## src/hdl/pts_pkg.sv

```systemverilog
// pts_pkg: shared types, widths and reset constants for the pan/tilt servo rate stepper
// no dependencies; used by every other file of the block
package pts_pkg;

  localparam int AxisW   = 11;
  localparam int FrameW  = 32;
  localparam int AngleW  = 8;
  localparam int CfgIdxW = 4;
  localparam int CfgDatW = 10;
  localparam int FsW     = 10;
  localparam int StepW   = 7;
  localparam int DelayW  = 8;
  localparam int ProdW   = 18;
  localparam int QuoW    = 17;
  localparam int CntW    = 6;

  localparam logic [CntW-1:0] ModSteps = CntW'(FrameW);
  localparam logic [CntW-1:0] DivSteps = CntW'(ProdW);

  localparam logic [AngleW-1:0] AngleRst = AngleW'(90);
  localparam logic [DelayW-1:0] DelayRst = DelayW'(2);

  // register indexes
  localparam logic [CfgIdxW-1:0] RegFullScale = CfgIdxW'(0);
  localparam logic [CfgIdxW-1:0] RegMaxStep   = CfgIdxW'(1);
  localparam logic [CfgIdxW-1:0] RegBump      = CfgIdxW'(2);
  localparam logic [CfgIdxW-1:0] RegBaseDelay = CfgIdxW'(3);
  localparam logic [CfgIdxW-1:0] RegPanLow    = CfgIdxW'(4);
  localparam logic [CfgIdxW-1:0] RegPanHigh   = CfgIdxW'(5);
  localparam logic [CfgIdxW-1:0] RegTiltLow   = CfgIdxW'(6);
  localparam logic [CfgIdxW-1:0] RegTiltHigh  = CfgIdxW'(7);

  typedef struct packed {
    logic [FsW-1:0]    full_scale;
    logic [StepW-1:0]  max_step;
    logic [StepW-1:0]  bump;
    logic [DelayW-1:0] base_delay;
    logic [AngleW-1:0] pan_low;
    logic [AngleW-1:0] pan_high;
    logic [AngleW-1:0] tilt_low;
    logic [AngleW-1:0] tilt_high;
  } cfg_t;

  typedef struct packed {
    logic              start;
    logic [CntW-1:0]   count;
    logic [FrameW-1:0] dividend;
    logic [FsW-1:0]    divisor;
  } div_req_t;

  typedef struct packed {
    logic              done;
    logic [FsW-1:0]    rem;
    logic [FrameW-1:0] quo;
  } div_rsp_t;

  typedef struct packed {
    logic [QuoW-1:0]   qmag;
    logic              neg;
    logic [AngleW-1:0] angle;
    logic [AngleW-1:0] lo;
    logic [AngleW-1:0] hi;
    logic [StepW-1:0]  bump;
    logic [DelayW-1:0] base_delay;
  } axis_in_t;

  typedef struct packed {
    logic [AngleW-1:0] angle;
    logic [DelayW-1:0] delay;
  } axis_out_t;

endpackage

```

## src/hdl/pts_if.sv

```systemverilog
// pts_if: valid/ready channel interfaces for input items, result items and register writes
// depends on pts_pkg for field widths
interface pts_in_if;
  logic                          valid;
  logic                          ready;
  logic signed [pts_pkg::AxisW-1:0] stick_pan_raw;
  logic signed [pts_pkg::AxisW-1:0] stick_tilt_raw;
  logic [pts_pkg::FrameW-1:0]    frame_index;
  modport source (output valid, stick_pan_raw, stick_tilt_raw, frame_index, input ready);
  modport sink   (input valid, stick_pan_raw, stick_tilt_raw, frame_index, output ready);
endinterface

interface pts_out_if;
  logic                       valid;
  logic                       ready;
  logic [pts_pkg::AngleW-1:0] pan_angle_out;
  logic [pts_pkg::AngleW-1:0] tilt_angle_out;
  modport source (output valid, pan_angle_out, tilt_angle_out, input ready);
  modport sink   (input valid, pan_angle_out, tilt_angle_out, output ready);
endinterface

interface pts_cfg_if;
  logic                        valid;
  logic                        ready;
  logic [pts_pkg::CfgIdxW-1:0] index;
  logic [pts_pkg::CfgDatW-1:0] data;
  modport source (output valid, index, data, input ready);
  modport sink   (input valid, index, data, output ready);
endinterface

```

## src/hdl/pan_tilt_servo_rate_stepper_top.sv

```systemverilog
// pan_tilt_servo_rate_stepper_top: sequencer, axis state and result register
// depends on pts_pkg, pts_if, pts_cfg, pts_div and pts_axis
//
//   channel  dir  fields                                        handshake
//   in_i     in   stick_pan_raw, stick_tilt_raw, frame_index    valid/ready
//   out_o    out  pan_angle_out, tilt_angle_out                 valid/ready
//   cfg_i    in   index, data                                   valid/ready
//
// an item runs a frame modulo for each axis and a step division for each axis served,
// all on the shared divider, one after another
// in_i.ready is high only while the sequencer is idle; cfg_i is always ready
// the result register lets a new item start while the last result waits
// reset is asynchronous and restores the angles to 90 and the delays to 2
module pan_tilt_servo_rate_stepper_top (
  input  logic      clk_i,
  input  logic      rst_ni,
  pts_in_if.sink    in_i,
  pts_out_if.source out_o,
  pts_cfg_if.sink   cfg_i
);
  import pts_pkg::*;

  localparam logic [2:0] S_IDLE = 3'd0;
  localparam logic [2:0] S_PMOD = 3'd1;
  localparam logic [2:0] S_PDIV = 3'd2;
  localparam logic [2:0] S_TMOD = 3'd3;
  localparam logic [2:0] S_TDIV = 3'd4;
  localparam logic [2:0] S_OUT  = 3'd5;

  cfg_t      cfg;
  div_req_t  div_req;
  div_rsp_t  div_rsp;
  axis_in_t  ax_in;
  axis_out_t ax_out;

  logic [2:0]              state_q, state_d;
  logic signed [AxisW-1:0] pan_raw_q, tilt_raw_q;
  logic [FrameW-1:0]       frame_q;
  logic [AngleW-1:0]       pan_angle_q, pan_angle_d, tilt_angle_q, tilt_angle_d;
  logic [DelayW-1:0]       pan_delay_q, pan_delay_d, tilt_delay_q, tilt_delay_d;
  logic                    out_valid_q, out_valid_d;
  logic [AngleW-1:0]       out_pan_q, out_pan_d, out_tilt_q, out_tilt_d;
  logic                    in_acc, tilt_sel;
  logic signed [AxisW-1:0] raw_sel;
  logic [AxisW-1:0]        mag;
  logic [ProdW-1:0]        prod;
  logic [FsW-1:0]          fs_nz;

  pts_cfg u_cfg (.clk_i, .rst_ni, .cfg_i, .cfg_o(cfg));
  pts_div u_div (.clk_i, .rst_ni, .req_i(div_req), .rsp_o(div_rsp));
  pts_axis u_axis (.ax_i(ax_in), .ax_o(ax_out));

  assign in_i.ready = (state_q == S_IDLE);
  assign in_acc     = in_i.valid & in_i.ready;

  // axis is the negated raw value; magnitude and sign kept apart
  assign tilt_sel = (state_q == S_TMOD) || (state_q == S_TDIV);
  assign raw_sel  = tilt_sel ? tilt_raw_q : pan_raw_q;
  assign mag      = raw_sel[AxisW-1] ? (~raw_sel + AxisW'(1)) : raw_sel;
  assign prod     = ProdW'(cfg.max_step) * ProdW'(mag);
  assign fs_nz    = (cfg.full_scale == '0) ? FsW'(1) : cfg.full_scale;

  always_comb begin
    ax_in.qmag       = div_rsp.quo[QuoW-1:0];
    ax_in.neg        = !raw_sel[AxisW-1] && (raw_sel != '0);
    ax_in.angle      = tilt_sel ? tilt_angle_q : pan_angle_q;
    ax_in.lo         = tilt_sel ? cfg.tilt_low : cfg.pan_low;
    ax_in.hi         = tilt_sel ? cfg.tilt_high : cfg.pan_high;
    ax_in.bump       = cfg.bump;
    ax_in.base_delay = cfg.base_delay;
  end

  always_comb begin
    state_d      = state_q;
    pan_angle_d  = pan_angle_q;
    tilt_angle_d = tilt_angle_q;
    pan_delay_d  = pan_delay_q;
    tilt_delay_d = tilt_delay_q;
    out_valid_d  = out_valid_q & ~out_o.ready;
    out_pan_d    = out_pan_q;
    out_tilt_d   = out_tilt_q;
    div_req      = '0;
    case (state_q)
      S_IDLE: begin
        if (in_acc) begin
          div_req.start    = 1'b1;
          div_req.count    = ModSteps;
          div_req.dividend = in_i.frame_index;
          div_req.divisor  = FsW'(pan_delay_q);
          state_d          = S_PMOD;
        end
      end
      S_PMOD: begin
        if (div_rsp.done) begin
          div_req.start = 1'b1;
          if (div_rsp.rem == '0) begin
            div_req.count    = DivSteps;
            div_req.dividend = {prod, {(FrameW-ProdW){1'b0}}};
            div_req.divisor  = fs_nz;
            state_d          = S_PDIV;
          end else begin
            div_req.count    = ModSteps;
            div_req.dividend = frame_q;
            div_req.divisor  = FsW'(tilt_delay_q);
            state_d          = S_TMOD;
          end
        end
      end
      S_PDIV: begin
        if (div_rsp.done) begin
          pan_angle_d      = ax_out.angle;
          pan_delay_d      = ax_out.delay;
          div_req.start    = 1'b1;
          div_req.count    = ModSteps;
          div_req.dividend = frame_q;
          div_req.divisor  = FsW'(tilt_delay_q);
          state_d          = S_TMOD;
        end
      end
      S_TMOD: begin
        if (div_rsp.done) begin
          if (div_rsp.rem == '0) begin
            div_req.start    = 1'b1;
            div_req.count    = DivSteps;
            div_req.dividend = {prod, {(FrameW-ProdW){1'b0}}};
            div_req.divisor  = fs_nz;
            state_d          = S_TDIV;
          end else begin
            state_d = S_OUT;
          end
        end
      end
      S_TDIV: begin
        if (div_rsp.done) begin
          tilt_angle_d = ax_out.angle;
          tilt_delay_d = ax_out.delay;
          state_d      = S_OUT;
        end
      end
      S_OUT: begin
        if (!out_valid_q || out_o.ready) begin
          out_valid_d = 1'b1;
          out_pan_d   = pan_angle_q;
          out_tilt_d  = tilt_angle_q;
          state_d     = S_IDLE;
        end
      end
      default: state_d = S_IDLE;
    endcase
  end

  always_ff @(posedge clk_i or negedge rst_ni) begin
    if (!rst_ni) begin
      state_q      <= S_IDLE;
      pan_angle_q  <= AngleRst;
      tilt_angle_q <= AngleRst;
      pan_delay_q  <= DelayRst;
      tilt_delay_q <= DelayRst;
      out_valid_q  <= 1'b0;
    end else begin
      state_q      <= state_d;
      pan_angle_q  <= pan_angle_d;
      tilt_angle_q <= tilt_angle_d;
      pan_delay_q  <= pan_delay_d;
      tilt_delay_q <= tilt_delay_d;
      out_valid_q  <= out_valid_d;
    end
  end

  always_ff @(posedge clk_i) begin
    if (in_acc) begin
      pan_raw_q  <= in_i.stick_pan_raw;
      tilt_raw_q <= in_i.stick_tilt_raw;
      frame_q    <= in_i.frame_index;
    end
    out_pan_q  <= out_pan_d;
    out_tilt_q <= out_tilt_d;
  end

  assign out_o.valid          = out_valid_q;
  assign out_o.pan_angle_out  = out_pan_q;
  assign out_o.tilt_angle_out = out_tilt_q;

  a_delay_nonzero: assert property (@(posedge clk_i) disable iff (!rst_ni)
    (pan_delay_q != '0) && (tilt_delay_q != '0)) else $error("stored delay is zero");
  a_pan_low: assert property (@(posedge clk_i) disable iff (!rst_ni)
    (state_q == S_PDIV && div_rsp.done) |=> pan_angle_q >= $past(cfg.pan_low))
    else $error("pan angle below its low limit");
  a_tilt_low: assert property (@(posedge clk_i) disable iff (!rst_ni)
    (state_q == S_TDIV && div_rsp.done) |=> tilt_angle_q >= $past(cfg.tilt_low))
    else $error("tilt angle below its low limit");
  a_out_load: assert property (@(posedge clk_i) disable iff (!rst_ni)
    $rose(out_valid_q) |-> $past(state_q == S_OUT)) else $error("result without an item");

endmodule

```

## src/hdl/pts_cfg.sv

```systemverilog
// pts_cfg: configuration register file, written through the register write channel
// depends on pts_pkg and pts_if
module pts_cfg (
  input  logic          clk_i,
  input  logic          rst_ni,
  pts_cfg_if.sink       cfg_i,
  output pts_pkg::cfg_t cfg_o
);
  import pts_pkg::*;

  cfg_t cfg_q, cfg_d;
  logic wr;

  assign cfg_i.ready = 1'b1;
  assign wr = cfg_i.valid & cfg_i.ready;

  always_comb begin
    cfg_d = cfg_q;
    if (wr) begin
      case (cfg_i.index)
        RegFullScale: cfg_d.full_scale = cfg_i.data[FsW-1:0];
        RegMaxStep:   cfg_d.max_step   = cfg_i.data[StepW-1:0];
        RegBump:      cfg_d.bump       = cfg_i.data[StepW-1:0];
        RegBaseDelay: cfg_d.base_delay = cfg_i.data[DelayW-1:0];
        RegPanLow:    cfg_d.pan_low    = cfg_i.data[AngleW-1:0];
        RegPanHigh:   cfg_d.pan_high   = cfg_i.data[AngleW-1:0];
        RegTiltLow:   cfg_d.tilt_low   = cfg_i.data[AngleW-1:0];
        RegTiltHigh:  cfg_d.tilt_high  = cfg_i.data[AngleW-1:0];
        default:      cfg_d = cfg_q;
      endcase
    end
  end

  always_ff @(posedge clk_i or negedge rst_ni) begin
    if (!rst_ni) begin
      cfg_q.full_scale <= FsW'(512);
      cfg_q.max_step   <= StepW'(8);
      cfg_q.bump       <= StepW'(4);
      cfg_q.base_delay <= DelayW'(2);
      cfg_q.pan_low    <= AngleW'(0);
      cfg_q.pan_high   <= AngleW'(170);
      cfg_q.tilt_low   <= AngleW'(90);
      cfg_q.tilt_high  <= AngleW'(150);
    end else begin
      cfg_q <= cfg_d;
    end
  end

  assign cfg_o = cfg_q;

endmodule

```

## src/hdl/pts_div.sv

```systemverilog
// pts_div: shared restoring divider, one quotient bit per cycle, dividend left-aligned
// depends on pts_pkg
module pts_div (
  input  logic              clk_i,
  input  logic              rst_ni,
  input  pts_pkg::div_req_t req_i,
  output pts_pkg::div_rsp_t rsp_o
);
  import pts_pkg::*;

  logic              busy_q, busy_d;
  logic              done_q, done_d;
  logic [CntW-1:0]   cnt_q, cnt_d;
  logic [FsW-1:0]    rem_q, rem_d;
  logic [FrameW-1:0] dvd_q, dvd_d;
  logic [FsW-1:0]    dsr_q, dsr_d;
  logic [FsW:0]      sh;
  logic [FsW:0]      diff;
  logic              ge;

  assign sh   = {rem_q, dvd_q[FrameW-1]};
  assign ge   = sh >= {1'b0, dsr_q};
  assign diff = sh - {1'b0, dsr_q};

  always_comb begin
    busy_d = busy_q;
    done_d = 1'b0;
    cnt_d  = cnt_q;
    rem_d  = rem_q;
    dvd_d  = dvd_q;
    dsr_d  = dsr_q;
    if (req_i.start) begin
      busy_d = 1'b1;
      cnt_d  = req_i.count;
      rem_d  = '0;
      dvd_d  = req_i.dividend;
      dsr_d  = req_i.divisor;
    end else if (busy_q) begin
      rem_d = ge ? diff[FsW-1:0] : sh[FsW-1:0];
      dvd_d = {dvd_q[FrameW-2:0], ge};
      cnt_d = cnt_q - CntW'(1);
      if (cnt_q == CntW'(1)) begin
        busy_d = 1'b0;
        done_d = 1'b1;
      end
    end
  end

  always_ff @(posedge clk_i or negedge rst_ni) begin
    if (!rst_ni) begin
      busy_q <= 1'b0;
      done_q <= 1'b0;
      cnt_q  <= '0;
    end else begin
      busy_q <= busy_d;
      done_q <= done_d;
      cnt_q  <= cnt_d;
    end
  end

  always_ff @(posedge clk_i) begin
    rem_q <= rem_d;
    dvd_q <= dvd_d;
    dsr_q <= dsr_d;
  end

  assign rsp_o.done = done_q;
  assign rsp_o.rem  = rem_q;
  assign rsp_o.quo  = dvd_q;

  a_no_start_busy: assert property (@(posedge clk_i) disable iff (!rst_ni)
    req_i.start |-> !busy_q) else $error("divider started while busy");
  a_rem_below: assert property (@(posedge clk_i) disable iff (!rst_ni)
    done_q |-> rem_q < dsr_q) else $error("remainder not below divisor");
  a_done_after_busy: assert property (@(posedge clk_i) disable iff (!rst_ni)
    done_q |-> $past(busy_q)) else $error("done without a running division");

endmodule

```

## src/hdl/pts_axis.sv

```systemverilog
// pts_axis: one served axis update, step shaping, delay stretch and angle clamp
// depends on pts_pkg
module pts_axis (
  input  pts_pkg::axis_in_t  ax_i,
  output pts_pkg::axis_out_t ax_o
);
  import pts_pkg::*;

  logic                    zero, slow;
  logic [StepW-1:0]        slow_diff;
  logic [DelayW+StepW-1:0] stretch;
  logic [DelayW-1:0]       dly_raw;
  logic [QuoW:0]           dmag;
  logic signed [QuoW+2:0]  sum, lo_s, hi_s, c1, c2;

  assign zero      = ax_i.qmag == '0;
  assign slow      = !zero && (ax_i.qmag < QuoW'(ax_i.bump));
  assign slow_diff = ax_i.bump - ax_i.qmag[StepW-1:0];
  assign stretch   = (DelayW+StepW)'(ax_i.base_delay) * (DelayW+StepW)'(slow_diff);
  assign dly_raw   = slow ? stretch[DelayW-1:0] : ax_i.base_delay;

  always_comb begin
    if (zero) begin
      dmag = '0;
    end else if (slow) begin
      dmag = (QuoW+1)'(1);
    end else begin
      dmag = {1'b0, ax_i.qmag} + (QuoW+1)'(1) - (QuoW+1)'(ax_i.bump);
    end
  end

  assign lo_s = $signed({{(QuoW+3-AngleW){1'b0}}, ax_i.lo});
  assign hi_s = $signed({{(QuoW+3-AngleW){1'b0}}, ax_i.hi});

  always_comb begin
    if (ax_i.neg) begin
      sum = $signed({{(QuoW+3-AngleW){1'b0}}, ax_i.angle}) - $signed({2'b00, dmag});
    end else begin
      sum = $signed({{(QuoW+3-AngleW){1'b0}}, ax_i.angle}) + $signed({2'b00, dmag});
    end
    c1 = (sum > hi_s) ? hi_s : sum;
    c2 = (c1 < lo_s) ? lo_s : c1;
  end

  assign ax_o.angle = c2[AngleW-1:0];
  assign ax_o.delay = (dly_raw == '0) ? DelayW'(1) : dly_raw;

endmodule

```

## src/flat_wrapper.sv

```systemverilog
// flat-port wrapper written by rule: the top's interface ports become plain ports
module pan_tilt_servo_rate_stepper_top_flat import pts_pkg::*;
  (clk_i, rst_ni, in_i_valid, in_i_stick_pan_raw, in_i_stick_tilt_raw, in_i_frame_index, in_i_ready, out_o_valid, out_o_pan_angle_out, out_o_tilt_angle_out, out_o_ready, cfg_i_valid, cfg_i_index, cfg_i_data, cfg_i_ready);
  pts_in_if in_i_i ();
  pts_out_if out_o_i ();
  pts_cfg_if cfg_i_i ();
  input  logic clk_i;
  input  logic rst_ni;
  input wire logic [$bits(in_i_i.valid)-1:0] in_i_valid;
  input wire logic [$bits(in_i_i.stick_pan_raw)-1:0] in_i_stick_pan_raw;
  input wire logic [$bits(in_i_i.stick_tilt_raw)-1:0] in_i_stick_tilt_raw;
  input wire logic [$bits(in_i_i.frame_index)-1:0] in_i_frame_index;
  output wire logic [$bits(in_i_i.ready)-1:0] in_i_ready;
  output wire logic [$bits(out_o_i.valid)-1:0] out_o_valid;
  output wire logic [$bits(out_o_i.pan_angle_out)-1:0] out_o_pan_angle_out;
  output wire logic [$bits(out_o_i.tilt_angle_out)-1:0] out_o_tilt_angle_out;
  input wire logic [$bits(out_o_i.ready)-1:0] out_o_ready;
  input wire logic [$bits(cfg_i_i.valid)-1:0] cfg_i_valid;
  input wire logic [$bits(cfg_i_i.index)-1:0] cfg_i_index;
  input wire logic [$bits(cfg_i_i.data)-1:0] cfg_i_data;
  output wire logic [$bits(cfg_i_i.ready)-1:0] cfg_i_ready;
  assign in_i_i.valid = in_i_valid;
  assign in_i_i.stick_pan_raw = in_i_stick_pan_raw;
  assign in_i_i.stick_tilt_raw = in_i_stick_tilt_raw;
  assign in_i_i.frame_index = in_i_frame_index;
  assign in_i_ready = in_i_i.ready;
  assign out_o_valid = out_o_i.valid;
  assign out_o_pan_angle_out = out_o_i.pan_angle_out;
  assign out_o_tilt_angle_out = out_o_i.tilt_angle_out;
  assign out_o_i.ready = out_o_ready;
  assign cfg_i_i.valid = cfg_i_valid;
  assign cfg_i_i.index = cfg_i_index;
  assign cfg_i_i.data = cfg_i_data;
  assign cfg_i_ready = cfg_i_i.ready;
  pan_tilt_servo_rate_stepper_top u_core (.clk_i(clk_i), .rst_ni(rst_ni), .in_i(in_i_i), .out_o(out_o_i), .cfg_i(cfg_i_i));
endmodule
```

## config.mk

```make
export PLATFORM = sky130hd
export DESIGN_NAME = pan_tilt_servo_rate_stepper_top_flat
export DESIGN_NICKNAME = d
export VERILOG_FILES = /design/src/hdl/pts_pkg.sv /design/src/hdl/pts_if.sv /design/src/hdl/pan_tilt_servo_rate_stepper_top.sv /design/src/hdl/pts_cfg.sv /design/src/hdl/pts_div.sv /design/src/hdl/pts_axis.sv /design/src/flat_wrapper.sv
export SDC_FILE = /design/constraint.sdc
export NUM_CORES = 1
export LEC_CHECK = 0
export BUFFER_PORTS_ARGS = -buffer_cell sky130_fd_sc_hd__buf_2
export CELL_PAD_IN_SITES_DETAIL_PLACEMENT = 0
export CELL_PAD_IN_SITES_GLOBAL_PLACEMENT = 2
export CORE_UTILIZATION = 41
export DETAILED_ROUTE_END_ITERATION = 6
export PLACE_DENSITY = 0.86
export SYNTH_ARGS = -nofsm -noshare
export SYNTH_HDL_FRONTEND = slang
export SYNTH_SLANG_ARGS = --single-unit
```

## constraint.sdc

```tcl
create_clock -name clk_i -period 10.72 [get_ports clk_i]
set_input_delay 1.072 -clock clk_i [delete_from_list [all_inputs] [get_ports clk_i]]
set_output_delay 1.072 -clock clk_i [all_outputs]
set_load 0.005 [all_outputs]
```

==> After elaboration in Yosys (flattened, before gate mapping) <==
Index checks and enable logic that the tools add are counted.
{ "totals": {"elab_cells": 131, "in_bits": 73, "regBits": 230, "out_inout_bits": 19} }
{ "classes": {"eq_ne": 19, "n_bitwise": 4, "reduce_logical": 27, "multipliers": 2, "add_sub_neg": 8, "order_cmp": 4, "mux": 42} }
{ "op_table": {"columns": ["op", "count"], "rows": [
  ["2-to-1 mux 49 bit", 5],
  ["case mux 49 bit (4 select lines)", 1],
  ["2-to-1 mux 32 bit", 2],
  ["2-to-1 mux 48 bit", 1],
  ["2-to-1 mux 8 bit", 6],
  ["2-to-1 mux 20 bit", 2],
  ["2-to-1 mux 18 bit", 2],
  ["2-to-1 mux 11 bit", 2],
  ["AND reduction 2 bit", 11],
  ["greater-than comparator 20 x 9 -> 1 bit", 1],
  ["zero test 10 bit", 2],
  ["less-than comparator 20 x 9 -> 1 bit", 1],
  ["2-to-1 mux 10 bit", 2],
  ["adder 8 x 18 -> 19 bit", 1],
  ["subtractor 8 x 18 -> 19 bit", 1],
  ["adder 17 x 1 -> 18 bit (second input constant)", 1],
  ["multiplier 7 x 11 -> 18 bit", 1],
  ["2-to-1 mux 3 bit", 6],
  ["case mux 3 bit (6 select lines)", 1],
  ["subtractor 18 x 7 -> 18 bit", 1],
  ["zero test 17 bit", 1],
  ["less-than comparator 17 x 7 -> 1 bit", 1],
  ["== test 4 x 3 -> 1 bit (second input constant)", 4],
  ["2-to-1 mux 6 bit", 2],
  ["27 further kinds", 48]
]} }

==> Depth between registers and ports, before layout <==
{ "depth": {"depth_word": 11, "depth_mapped": 43, "mapped_depth_nobuf": 41} }

==> Hierarchy <==
Synthesis repeated with hierarchy kept, for this count alone.
{ "hier_totals": {"hier_cells": 1758, "area_unflattened_um2": 18425.2} }
{ "modules_own_cells": {"columns": ["module", "n_inst", "area_each_um2", "cells_each", "seq_area_each_um2"], "rows": [
  ["pan_tilt_servo_rate_stepper_top", 1, 8001.4, 715, 3015.4],
  ["pts_axis", 1, 4913.5, 664, 0.0],
  ["pts_div", 1, 2991.6, 233, 1661.6],
  ["pts_cfg", 1, 2518.7, 146, 1621.6]
]} }

==> Least setup slack after synthesis <==
Ideal clock, no wire load.
{ "synth_path": {"kind": "register to register", "startpoint": "register u_core.state_q[2]", "endpoint": "register u_core.tilt_angle_q[5]", "required_ns": 10.619, "slack_ns": 2.745, "stages_incl_launch_ff": 38, "n_path_buf": 5, "setup_time_ns": 0.101, "arrival_ns": 7.874, "period_less_slack_ns": 7.975, "path_cell_list": "dfrtp_1 > buf_4 > buf_6 > buf_4 > clkbuf_1 > nor2_1 > a21oi_1 > clkbuf_1 > mux2_2 > ha_1 > nor2b_1 > o21ai_0 > a21oi_1 > o21a_1 > o21a_1 > o21a_1 > o31ai_1 > xor2_1 > [... 2 more ...] > a21oi_1 > o21ai_0 > o21a_1 > a2111oi_1 > o2111ai_1 > a2111oi_4 > a31oi_4 > mux2i_1 > ha_1 > a21o_1 > a21oi_1 > nor2_1 > nor2_1 > nand2_1 > nor2_1 > o31a_1 > nor2_4 > o311ai_2"} }
{ "synth_between": {"elab_chain_len": 10, "word_cells_on_any_way": 18, "cone_classes": "2 x add/sub; 2 x order compare; 2 x eq/ne; 7 x mux; 5 x reduce/logical"} }
{ "synth_lines": {"columns": ["item", "line_no", "rtl"], "rows": [
  ["start, declared", "pan_tilt_servo_rate_stepper_top.sv:36", "logic [2:0] state_q, state_d;"],
  ["start signal, assigned", "pan_tilt_servo_rate_stepper_top.sv:161", "state_q <= state_d;"],
  ["branches (longest 10 deep; another with greater-than comparator 20 x 9 -> 1 bit)", null, null],
  ["end signal, assigned", "pan_tilt_servo_rate_stepper_top.sv:156", "tilt_angle_q <= AngleRst;"],
  ["end signal, assigned", "pan_tilt_servo_rate_stepper_top.sv:163", "tilt_angle_q <= tilt_angle_d;"],
  ["end, declared", "pan_tilt_servo_rate_stepper_top.sv:39", "logic [AngleW-1:0] pan_angle_q, pan_angle_d, tilt_angle_q, tilt_angle_d;"]
]} }
Parallel ways; which one is timed is not known.
A chain may end at the register's enable or synchronous reset.

==> Final worst setup path <==
{ "layout_path": {"startpoint": "register u_core.u_div.dvd_q[5]", "endpoint": "register u_core.tilt_angle_q[2]"} }
{ "layout_between": {"elab_chain_len": 11, "word_cells_on_any_way": 15, "cone_classes": "4 x add/sub; 3 x order compare; 5 x mux; 3 x reduce/logical"} }
{ "layout_lines": {"columns": ["item", "line_no", "rtl"], "rows": [
  ["start, declared", "pts_div.sv:15", "logic [FrameW-1:0] dvd_q, dvd_d;"],
  ["start signal, assigned", "pts_div.sv:63", "dvd_q <= dvd_d;"],
  ["branches (longest 4 deep; another with adder 17 x 1 -> 18 bit)", null, null],
  ["2-to-1 mux 18 bit (*)", "pts_axis.sv:23", "if (zero) begin"],
  ["adder 8 x 18 -> 19 bit or subtractor 8 x 18 -> 19 bit (tied branches)", "pts_axis.sv:39, pts_axis.sv:37", null],
  ["2-to-1 mux 20 bit (*)", "pts_axis.sv:36", "if (ax_i.neg) begin"],
  ["greater-than comparator 20 x 9 -> 1 bit", "pts_axis.sv:41", "c1 = (sum > hi_s) ? hi_s : sum;"],
  ["2-to-1 mux 20 bit (*)", "pts_axis.sv:41", null],
  ["less-than comparator 20 x 9 -> 1 bit", "pts_axis.sv:42", "c2 = (c1 < lo_s) ? lo_s : c1;"],
  ["2-to-1 mux 8 bit (*)", "pts_axis.sv:42", null]
]} }
Mark *: on every way between the ends.

==> impl_results.md <==
- Status: complete, no violations
- Post-DP HPWL: around 35000 µm
- Area grow syn2layout: 10.1%
- Final Net Count: 2115
- # rows: 75
- Post-Syn Area: 0.0176 mm²
- Clock Pin Slew Worst Setup and Hold Paths: about 60 ps
- Flops & latches, synth: 230
- Area leader, netlist: edfxtp_1
- Num ports: a little over 90
- PwrDens: about 180 mW/mm²
- Drt drc: 0
- Most frequent CP cell: nor2_1
- First-pass GRT wire length: 76200 µm
- Worst-Margin Slew: 1230 ps
- CTS Buffer Depth: 3
- CP Max Fanout: 11
- Syn_nets: a little over 2000
- Critical path endpoint category: flip-flop
- Via Count: ~14000
- IR drop worst, VDD: 0.127 mV
- Initial antenna violation count: 0
- Cells after synthesis: approximately 1800
- Yosys warns: 0
- Unrepaired setup endpoints after global routing: no
- Clock latency on the worst-skew pair: between 500 and 600 ps
- Post-synth EDFFs: approximately 110
- F_max: about 0.11 GHz
- Post-route clock period utilization: 0.832
- Dominant cells by area after synthesis: edfxtp_1 19%, dfrtp_1 12%, ha_1 10%
- Number of CTS-inserted buffers: 27
- GPL Wtd Cong: between 0.8 and 0.9
- Cts repair resizes: 0
- CTS tree: built
- Worst clock skew: about 17 ps
- Clk sink count: between 200 and 250
- IO buf count: 90
- Fin area: a little under 0.02 mm²
- GRT overflow: 0
- Layout cell share with drive strength beyond 1: 0.158
- Routed length per instance: approximately 20 µm
- Vias in the first global route: between 10000 and 15000
- CP max stage cell: o41ai_1
- Post-DRT Antenna Nets: 0
- Area post-placement: ~0.019 mm²
- Die height: between 200 and 250 µm
- Setup slack, reg-to-reg: 1800 ps
- Max incr delay on CP: about 550 ps
- Initial Util: 0.417
- # Post-CTS Setup Buffers: 0
- CORE AREA: 0.0421 mm²
- H-tree levels: 1
- Area share of the largest cell type after synthesis: 0.191
- Hold_buf cts: 0
- Slew Viols, Final: 0
- Most frequent cells after synthesis: 171 x nand2_1, 170 x inv_1, 141 x ha_1
- Pin count of the biggest net entering global routing: between 60 and 70
- Critical Path RT: between 10000 and 15000 ps
- Top_reg_cell synth: edfxtp_1
- Leak: approximately 8.7 nW
- Max-cap violations: 0
- Initial DRT Pass Iterations: 5
- Synth async-reset ratio: 0.470
- Crit path kind: reg -> reg
- Final wirelength: approximately 47000 µm
- HP Class: reg -> reg
- Total power: 0.00357 W
- Via density: ~5.7
- Min Clock Period, post-route: 8920 ps
- Seq/Total Area, Yosys: 0.358
- Cell with the most instances after synthesis: nand2_1
- DIE AREA: 0.0437 mm²
- GR Util All Layers: 0.219
- Diode count: 0
- Final-report hold violation count: 0
- Max-slew headroom: 0.180
- Setup violations, final: 0
- Die Span X: 209 µm
- Setup TNS: 0 ps
- Mean Syn Cell Area: slightly below 10 µm²
- Clk root buf: clkbuf_16
- Initial drt markers: between 1000 and 1500
- Yosys cell types: around 100
- CP startpoint kind: flip-flop
- CP Data Arrival Time: roughly 9400 ps
[through the flow]
step	hold slack (ps)	cells	utilization	setup WS (ps)
6_report	481	2398	0.460	1800
5_1_grt	507	2398	0.460	758
4_1_cts	484	2398	0.460	1810
3_5_place_dp	471	2348	0.440	1850
3_3_place_gp	463	2348	0.440	2030
2_1_floorplan	441	1776	-	2750
[critical path, delay by kind of cell, from the launching register on]
family,cells,cell delay [ps]
multiplexers,1,370
AO/OA/AOI/OAI,17,4290
buffers and inverters,3,340
AND/OR/NAND/NOR,11,1320
adder cells (fa/ha/maj),6,1920
flip-flops,1,440
XOR/XNOR,1,80
[per-layer routing]
| metal | GRT usage | vias to the layer above | wire length (µm) |
|---|---|---|---|
| met2 | 0.343 | 340 | 21000 |
| met4 | 0.0474 | 0 | 922 |
| li1 | - | 6476 | - |
| met5 | 0 | - | 0 |
| met1 | 0.324 | 6684 | 23100 |
| met3 | 0.0255 | 50 | 2290 |
[registers in the layout, summed over array words and instances (netlist names), 10 cells and up]
register and flops:
u_core.u_cfg.cfg_o 64, u_core.frame_q 32, u_core.u_div.dvd_q 32, u_core.pan_raw_q 11, u_core.tilt_raw_q 11, u_core.u_div.dsr_q 10, u_core.u_div.rem_q 10
[where the power goes]
| group | switching [W] | internal, W |
|---|---|---|
| combinational | 0.000921 | 0.000719 |
| sequential | 0.0000662 | 0.000989 |
| clock | 0.000385 | 0.000488 |
| total | 0.00137 | 0.00220 |
[placed cells by master, fill, tap and decap left out, types with 27 or more instances in the layout]
cell type  synthesis  routed
ha_1             141     141
edfxtp_1         112     112
o21ai_0           85      85
inv_1            170     169
buf_2              4      89
and2_1            44      44
nand3_1           28      28
nor2b_1           33      33
dfrtp_1           82      82
nand2_1          171     171
nand4_1           30      30
nor2_1           101     101
fa_1              63      63
mux2_2            73      73
xnor2_1           47      47
clkbuf_16          0      27
a21oi_1           86      85
mux2i_1           38      38
[kinds of logic (layout without fill, tap and decap cells)]
logic type	Yosys count	count (layout)	share of synthesized area
AND/OR/NAND/NOR	526	526	0.149
AO/OA/AOI/OAI	393	393	0.164
buffers and inverters	245	328	0.0547
flip-flops	230	230	0.358
adder cells (fa/ha/maj)	204	204	0.172
multiplexers	111	111	0.0684
XOR/XNOR	66	66	0.0333
other	1	1	0.000213
[worst paths after layout]
kind | endpoint | from | cells after the start
worst max-delay path | u_core.tilt_angle_q[2]$_DFFE_PN0P_ | u_core.u_div.dvd_q[5]$_DFFE_PP_ | 39
worst min-delay path | u_core.tilt_delay_q[3]$_DFFE_PN0P_ | u_core.tilt_delay_q[3]$_DFFE_PN0P_ | 2
worst max register to register | u_core.tilt_angle_q[2]$_DFFE_PN0P_ | u_core.u_div.dvd_q[5]$_DFFE_PP_ | 39
worst min register to register | u_core.tilt_delay_q[3]$_DFFE_PN0P_ | u_core.tilt_delay_q[3]$_DFFE_PN0P_ | 2
max in group asynchronous | u_core.u_cfg.cfg_o[32]$_DFFE_PN0P_ | rst_ni | 2
min in group asynchronous | u_core.tilt_angle_q[7]$_DFFE_PN0P_ | rst_ni | 1
[final cells by class]
type                    instances  area [µm²]
fillers                      3971       22800
multi-input cells            1301       10300
flip-flops and latches        230        6300
clock buffers                  36         739
well taps                     539         674
inverters                     172         647
repair buffers                106         573
clock inverters                14        95.1
Note: power is estimated with default switching activity, not from simulation.
